## src/sv/bbc_pkg.sv

```systemverilog
// ----------------------------------------------------------------------------
// bbc_pkg: shared types and constants for the bracket balance checker
// Holds the bracket kind and verdict codes, the stack control and status
// bundles, and the character decode functions.
// ----------------------------------------------------------------------------
package bbc_pkg;

  // Bracket kind held in each stack cell; zero means no bracket.
  typedef enum logic [1:0] {
    KIND_NONE   = 2'd0,
    KIND_PAREN  = 2'd1,
    KIND_SQUARE = 2'd2,
    KIND_CURLY  = 2'd3
  } kind_t;

  // Verdict codes reported in the status field.
  typedef enum logic [2:0] {
    ST_OK         = 3'd0,
    ST_BAD_CLOSER = 3'd1,
    ST_UNCLOSED   = 3'd2,
    ST_EMPTY_PAIR = 3'd3,
    ST_OVERFLOW   = 3'd4
  } status_t;

  // Character codes of the six brackets.
  localparam logic [7:0] CHR_LPAREN = 8'h28;
  localparam logic [7:0] CHR_RPAREN = 8'h29;
  localparam logic [7:0] CHR_LSQUARE = 8'h5B;
  localparam logic [7:0] CHR_RSQUARE = 8'h5D;
  localparam logic [7:0] CHR_LCURLY = 8'h7B;
  localparam logic [7:0] CHR_RCURLY = 8'h7D;

  // Field widths of the result.
  localparam int STATUS_W = 3;
  localparam int POS_W = 16;

  // Control bundle driven into the stack.
  typedef struct packed {
    logic  clr;
    logic  push;
    logic  pop;
    kind_t kind;
  } stk_op_t;

  // Status bundle returned by the stack.
  typedef struct packed {
    logic  empty;
    logic  single;
    logic  full;
    kind_t top;
  } stk_stat_t;

  // Kind of an opening bracket, or none.
  function automatic kind_t opener_kind(input logic [7:0] ch);
    kind_t k;
    k = KIND_NONE;
    if (ch == CHR_LPAREN) k = KIND_PAREN;
    else if (ch == CHR_LSQUARE) k = KIND_SQUARE;
    else if (ch == CHR_LCURLY) k = KIND_CURLY;
    return k;
  endfunction

  // Kind of a closing bracket, or none.
  function automatic kind_t closer_kind(input logic [7:0] ch);
    kind_t k;
    k = KIND_NONE;
    if (ch == CHR_RPAREN) k = KIND_PAREN;
    else if (ch == CHR_RSQUARE) k = KIND_SQUARE;
    else if (ch == CHR_RCURLY) k = KIND_CURLY;
    return k;
  endfunction

endpackage

```

## src/sv/bracket_balance_checker_top.sv

```systemverilog
// Bracket balance checker: one character accepted per cycle while the skid
// register is empty. The verdict is registered in the output register, or in
// the skid register while the output is stalled. The push, pop and top compare
// in the cell chain set the rate; the skid register keeps input flowing while
// one verdict waits in the output register. Reset (rst_n low, synchronous)
// clears count, error, position and valid flags; stack cell contents are not reset.
// ----------------------------------------------------------------------------
// bracket_balance_checker_top: streaming balanced bracket checker
// Tracks bracket nesting over a string, keeps the first error and its
// position, and gives one verdict on the last character of each string.
// ----------------------------------------------------------------------------
module bracket_balance_checker_top #(
  parameter int STACK_DEPTH = 64,
  parameter int INDEX_BITS = 16
) (
  input  logic        clk,
  input  logic        rst_n,
  input  logic        in_tvalid,
  output logic        in_tready,
  input  logic [7:0]  in_tdata,   // [7:0] character
  input  logic        in_tlast,   // is_last
  output logic        out_tvalid,
  input  logic        out_tready,
  output logic [23:0] out_tdata   // [2:0] status, [18:3] error_position, [23:19] zero
);

  localparam int RES_W = bbc_pkg::STATUS_W + bbc_pkg::POS_W;

  // Checker state.
  bbc_pkg::status_t       err_r, err_nxt;
  logic [INDEX_BITS-1:0]  fidx_r, fidx_nxt;
  logic [INDEX_BITS-1:0]  cidx_r, cidx_nxt;
  bbc_pkg::kind_t         prev_r, prev_nxt;

  // Output register and skid register.
  logic             ov_r, ov_nxt;
  logic [RES_W-1:0] od_r, od_nxt;
  logic             sv_r, sv_nxt;
  logic [RES_W-1:0] sd_r, sd_nxt;

  bbc_pkg::stk_op_t   op;
  bbc_pkg::stk_stat_t stat;
  bbc_pkg::kind_t     ok_k, ck_k;
  logic               acc;
  logic               left_open;
  logic [31:0]        fidx_ext;
  logic [RES_W-1:0]   res;

  assign in_tready = !sv_r;
  assign acc = in_tvalid && in_tready;
  assign ok_k = bbc_pkg::opener_kind(in_tdata);
  assign ck_k = bbc_pkg::closer_kind(in_tdata);

  bbc_stack #(
    .STACK_DEPTH (STACK_DEPTH)
  ) u_stack (
    .clk   (clk),
    .rst_n (rst_n),
    .op    (op),
    .stat  (stat)
  );

  // Per-character check: push, pop and compare against the top cell.
  always_comb begin
    err_nxt  = err_r;
    fidx_nxt = fidx_r;
    prev_nxt = prev_r;
    cidx_nxt = cidx_r;
    // The stack empties together with the verdict.
    op.clr   = acc && in_tlast;
    op.push  = 1'b0;
    op.pop   = 1'b0;
    op.kind  = ok_k;
    if (acc) begin
      if (err_r == bbc_pkg::ST_OK) begin
        if (ok_k != bbc_pkg::KIND_NONE) begin
          if (!stat.full) begin
            op.push = 1'b1;
          end else begin
            err_nxt  = bbc_pkg::ST_OVERFLOW;
            fidx_nxt = cidx_r;
          end
        end else if (ck_k != bbc_pkg::KIND_NONE) begin
          if (stat.empty) begin
            err_nxt  = bbc_pkg::ST_BAD_CLOSER;
            fidx_nxt = cidx_r;
          end else begin
            op.pop = 1'b1;
            if (stat.top != ck_k) begin
              err_nxt  = bbc_pkg::ST_BAD_CLOSER;
              fidx_nxt = cidx_r;
            end else if (prev_r == ck_k) begin
              err_nxt  = bbc_pkg::ST_EMPTY_PAIR;
              fidx_nxt = cidx_r;
            end
          end
        end
      end
      prev_nxt = ok_k;
      if (cidx_r != '1) begin
        cidx_nxt = cidx_r + INDEX_BITS'(1);
      end
    end
    // Stack still holds an opener once this character is applied.
    left_open = op.push || (!stat.empty && !(op.pop && stat.single));
    if (acc && in_tlast && err_nxt == bbc_pkg::ST_OK && left_open) begin
      err_nxt  = bbc_pkg::ST_UNCLOSED;
      fidx_nxt = cidx_r;
    end
  end

  // Verdict payload; position is zero when the string is balanced.
  assign fidx_ext = 32'(fidx_nxt);
  assign res = (err_nxt == bbc_pkg::ST_OK) ? '0 : {fidx_ext[bbc_pkg::POS_W-1:0], err_nxt};

  // Output register with skid stage.
  always_comb begin
    ov_nxt = ov_r;
    od_nxt = od_r;
    sv_nxt = sv_r;
    sd_nxt = sd_r;
    if (!ov_r || out_tready) begin
      if (sv_r) begin
        ov_nxt = 1'b1;
        od_nxt = sd_r;
        sv_nxt = 1'b0;
      end else begin
        ov_nxt = acc && in_tlast;
        od_nxt = res;
      end
    end else if (acc && in_tlast) begin
      sv_nxt = 1'b1;
      sd_nxt = res;
    end
  end

  // State registers; the verdict clears all string state.
  always_ff @(posedge clk) begin
    if (!rst_n) begin
      err_r  <= bbc_pkg::ST_OK;
      fidx_r <= '0;
      cidx_r <= '0;
      prev_r <= bbc_pkg::KIND_NONE;
      ov_r   <= 1'b0;
      sv_r   <= 1'b0;
    end else begin
      ov_r <= ov_nxt;
      sv_r <= sv_nxt;
      if (acc && in_tlast) begin
        err_r  <= bbc_pkg::ST_OK;
        fidx_r <= '0;
        cidx_r <= '0;
        prev_r <= bbc_pkg::KIND_NONE;
      end else begin
        err_r  <= err_nxt;
        fidx_r <= fidx_nxt;
        cidx_r <= cidx_nxt;
        prev_r <= prev_nxt;
      end
    end
  end

  // Payload registers.
  always_ff @(posedge clk) begin
    od_r <= od_nxt;
    sd_r <= sd_nxt;
  end

  assign out_tvalid = ov_r;
  assign out_tdata  = {(24 - RES_W)'(0), od_r};

endmodule

```

## src/sv/bbc_cell.sv

```systemverilog
// ----------------------------------------------------------------------------
// bbc_cell: one entry of the shifting bracket stack
// On a push the cell takes the kind of its upper neighbor, on a pop the kind
// of its lower neighbor; otherwise it holds.
// ----------------------------------------------------------------------------
module bbc_cell (
  input  logic             clk,
  input  bbc_pkg::stk_op_t op,
  input  bbc_pkg::kind_t   up_kind,
  input  bbc_pkg::kind_t   dn_kind,
  output bbc_pkg::kind_t   kind_q
);

  bbc_pkg::kind_t kind_r;
  bbc_pkg::kind_t kind_nxt;

  // Shift toward the bottom on push, toward the top on pop.
  always_comb begin
    kind_nxt = kind_r;
    if (op.push) begin
      kind_nxt = up_kind;
    end else if (op.pop) begin
      kind_nxt = dn_kind;
    end
  end

  // Payload only; contents are undefined until pushed.
  always_ff @(posedge clk) begin
    kind_r <= kind_nxt;
  end

  assign kind_q = kind_r;

endmodule

```

## src/sv/bbc_stack.sv

```systemverilog
// ----------------------------------------------------------------------------
// bbc_stack: bounded bracket stack built as a chain of cells
// The top of stack always sits in the first cell: push and pop shift the
// chain, and the top compare reads that cell. A fill count gives empty, single and full.
// ----------------------------------------------------------------------------
module bbc_stack #(
  parameter int STACK_DEPTH = 64
) (
  input  logic               clk,
  input  logic               rst_n,
  input  bbc_pkg::stk_op_t   op,
  output bbc_pkg::stk_stat_t stat
);

  localparam int CNT_W = $clog2(STACK_DEPTH + 1);

  bbc_pkg::kind_t   kinds [STACK_DEPTH];
  logic [CNT_W-1:0] count_r;
  logic [CNT_W-1:0] count_nxt;

  // Row of cells; inner ones see their two neighbors, the first takes the pushed kind, the last refills from itself.
  for (genvar i = 0; i < STACK_DEPTH; i++) begin : g_cell
    bbc_pkg::kind_t up_k;
    bbc_pkg::kind_t dn_k;
    if (i == 0) begin : g_first
      assign up_k = op.kind;
    end else begin : g_mid
      assign up_k = kinds[i-1];
    end
    if (i == STACK_DEPTH - 1) begin : g_last
      assign dn_k = kinds[i];
    end else begin : g_inner
      assign dn_k = kinds[i+1];
    end
    bbc_cell u_cell (
      .clk     (clk),
      .op      (op),
      .up_kind (up_k),
      .dn_kind (dn_k),
      .kind_q  (kinds[i])
    );
  end

  // Fill count; a clear wins over push and pop.
  always_comb begin
    count_nxt = count_r;
    if (op.clr) begin
      count_nxt = '0;
    end else if (op.push) begin
      count_nxt = count_r + CNT_W'(1);
    end else if (op.pop) begin
      count_nxt = count_r - CNT_W'(1);
    end
  end

  always_ff @(posedge clk) begin
    if (!rst_n) begin
      count_r <= '0;
    end else begin
      count_r <= count_nxt;
    end
  end

  assign stat.empty  = (count_r == '0);
  assign stat.single = (count_r == CNT_W'(1));
  assign stat.full   = (count_r == CNT_W'(STACK_DEPTH));
  assign stat.top    = kinds[0];

endmodule
```

## config.mk

```make
export PLATFORM = sky130hd
export DESIGN_NAME = bracket_balance_checker_top
export DESIGN_NICKNAME = d
export VERILOG_FILES = /design/src/sv/bbc_pkg.sv /design/src/sv/bracket_balance_checker_top.sv /design/src/sv/bbc_cell.sv /design/src/sv/bbc_stack.sv
export SDC_FILE = /design/constraint.sdc
export NUM_CORES = 1
export LEC_CHECK = 0
export BUFFER_PORTS_ARGS = -buffer_cell sky130_fd_sc_hd__buf_4
export CAP_MARGIN = 25
export CORE_MARGIN = 10
export CORE_UTILIZATION = 40
export DETAILED_ROUTE_END_ITERATION = 16
export GPL_ROUTABILITY_DRIVEN = 0
export PLACE_DENSITY = 0.59
export SLEW_MARGIN = 20
export SYNTH_ARGS = -nofsm -noshare
export SYNTH_HDL_FRONTEND = slang
export SYNTH_SLANG_ARGS = --single-unit
```

## constraint.sdc

```tcl
create_clock -name clk -period 5.1 [get_ports clk]
set_clock_uncertainty 0.2 [all_clocks]
set_input_delay 1.02 -clock clk [delete_from_list [all_inputs] [get_ports clk]]
set_output_delay 1.02 -clock clk [all_outputs]
set_load 0.01 [all_outputs]
```

==> impl_metrics.toml <==
[routing]
drc_errors = 0
wl_per_cell_um = 13.7
drt-initial-drc-count = 452
drt-pass1-iter-count = 5
wl_um = 17600
viasPerCell = 4.98
antenna_left = 0
vias = 6379

[power]
worst_ir_drop_vdd_mv = 0.201
power_leakage_nw = 3.60
power_density_nw_per_um2 = 340

[sta]
fin_crit_ns = 3.78
fmax_ghz = 0.264
slew_viol_final = 0
slew-limit-headroom_pct = 39.1
finalSetupTns_ns = 0
holdWs_ns = 0.249
hold_viol = 0
grt_setup_unrepaired = "no"
worstMarginPinSlew_ns = 0.911
min_period_over_period_pct = 74.1
finalSetupViolCount = 0

[cells_and_area]
diodes = 0
nNetsFinal = 970
area_growth_pct = 14.0
drive_gt1_share_pct = 11.1

[worst_setup_path]
crit_fanout = 90
startpoint_type = "flop"
critical_path_class = "reg2reg"
end_kind = "flop"
reg2reg_slack_ns = 1.32
cp.arrival_ns = 3.74
required_ns = 5.06

[cts]
cts_resized = 0
clockBufferDepth = 3
postCtsHoldBufs = 0
h-tree-depth = 1
cts_tree = "built"
path_clk_slew_ns = 0.06
post_cts_buffers = 0
cts_made_buffers = 24
cts-root-buf = "clkbuf_16"
clkLatencyLatePin_ns = 0.51
clock_sinks = 212

[global_routing]
antenna_found_initial = 0
grt_start_max_net_pins = 91
grt_pass1_wl_um = 30100
grt_usage_pct = 11.5
grt_pass1_vias = 6059
grt_overflow = 0

[synthesis]
synthFlopType = "edfxtp_1"
syn_area_sq_um = 9340
synth_most_common_cell = "nand2_1"
synth_cells = 932
ys_types = 55
synth.area.top_cells = "edfxtp_1, nand2_1, dfxtp_1"
synth-edff-count = 166
synth_warnings = 0
synth_top_area_share_pct = 53.4
ys_ff_latch = 212
async_reset_ff_share_pct = 0
synth.top_cells.by_count = "nand2_1, edfxtp_1, dfxtp_1, a21oi_1, clkbuf_1"
yosysSeqAreaShare_pct = 63.2
synth_area_leader_cell = "edfxtp_1"
avgSynthCellArea_sq_um = 10.0

[floorplanning]
io_pins = 39
dieWidth_um = 173
start_util_pct = 41.0
dieArea_sq_um = 29900
die_h_um = 173
core_sq_um = 22800
row_count = 55

[placement]
dpl.hpwl_um = 10700
portBuffers = 33

[flow_run]
cap_violations = 0

[min_path]
hold_path_class = "reg2reg"

[outcome]
outcome = "complete, no violations"
-- through the flow --
stage | setup WS [ns] | power [mW] | instance area, sq um | util [%] | instances
floorplan | 0.731 | 1.93 | 9360 | - | 936
global placement | 0.856 | 1.96 | 9870 | 43.3 | 1240
finish | 1.32 | 3.62 | 10600 | 46.7 | 1280
global route | 0.952 | 3.74 | 10600 | 46.7 | 1280
CTS | 1.26 | 3.66 | 10600 | 46.7 | 1280
detailed placement | 0.917 | 1.96 | 9870 | 43.3 | 1240
-- cell families after synthesis --
group / share of synthesized area (%)
and+or+nand+nor: 23.6
DFF: 63.2
AOI/OAI and AO/OA: 7.46
buffers and inverters: 2.83
xor gates and xnor gates: 1.50
muxes: 0.817
adders and majority gates: 0.536
other: 0.0401
-- state kept, by name (all words and copies together), names as in the netlist --
register and cells:
cidx_r 16, err_r 3, fidx_r 16, od_r 19, out_tvalid 1, prev_r 2, sd_r 19, sv_r 1
u_stack.count_r 7, u_stack.g_cell.u_cell.kind_q 128
-- cells in the final DEF, fill, tap and decap left out, drive strengths merged, types with 2 or more instances in the layout --
master	synthesis	layout
nor2	27	27
nor2b	7	7
o21ai	23	23
ha	4	4
bufinv	0	3
or2	3	3
nor4	4	4
nand4	8	8
a21o	2	2
o311ai	16	16
o211ai	3	3
o21a	2	2
a41oi	2	2
clkinv	0	10
dfxtp	46	46
or3	6	6
a22oi	2	2
nor3b	2	2
nand2	427	427
and4	3	3
nand2b	3	3
and2	2	2
mux2	5	5
xnor2	7	7
a31oi	2	2
buf	13	42
and3	3	3
inv	7	7
edfxtp	166	166
clkbuf	38	27
conb	1	5
xor2	9	9
a21oi	45	45
nand3	25	25
mux2i	2	2
nor3	5	5
-- power breakdown --
group          total, mW  switching [mW]  internal (mW)
clock               1.70           0.662           1.03
combinational     0.0684          0.0422         0.0262
sequential          1.86         0.00406           1.85
-- area by class of cell --
class                           count  area, sq um
Inverter                            7         28.8
Fill cell                        2145        12100
Clock inverter                     13          136
Multi-Input combinational cell    666         3210
Clock buffer                       27          633
Tap cell                          313          392
Timing Repair Buffer               42          340
Sequential cell                   212         5910
-- worst paths after layout --
| kind | start | endpoint | cells after the start |
|---|---|---|---|
| hold reg to reg | u_stack.g_cell[62].u_cell.kind_q[1] | u_stack.g_cell[63].u_cell.kind_q[1] | 0 |
| hold / removal | u_stack.g_cell[62].u_cell.kind_q[1] | u_stack.g_cell[63].u_cell.kind_q[1] | 0 |
| setup reg to reg | sv_r | u_stack.g_cell[63].u_cell.kind_q[0] | 6 |
| setup / recovery | sv_r | u_stack.g_cell[63].u_cell.kind_q[0] | 6 |
-- worst max-delay path: stages, from the launching register on --
cell and delay, ns:
dfxtp_1 0.54, nand2b_1 0.41, or2_2 0.36, nor3_1 0.40, nand2_4 0.50, inv_4 0.54, buf_12 0.39
-- per-layer routing --
layer  vias up  wire, um  GRT usage [%]
met5         -         0              0
met4         0       333           3.31
met3        23       707           2.16
met2       100      8070           18.1
met1      3030      8470           15.8
li1       3226         -              -
(Power assumes the default switching activity.)
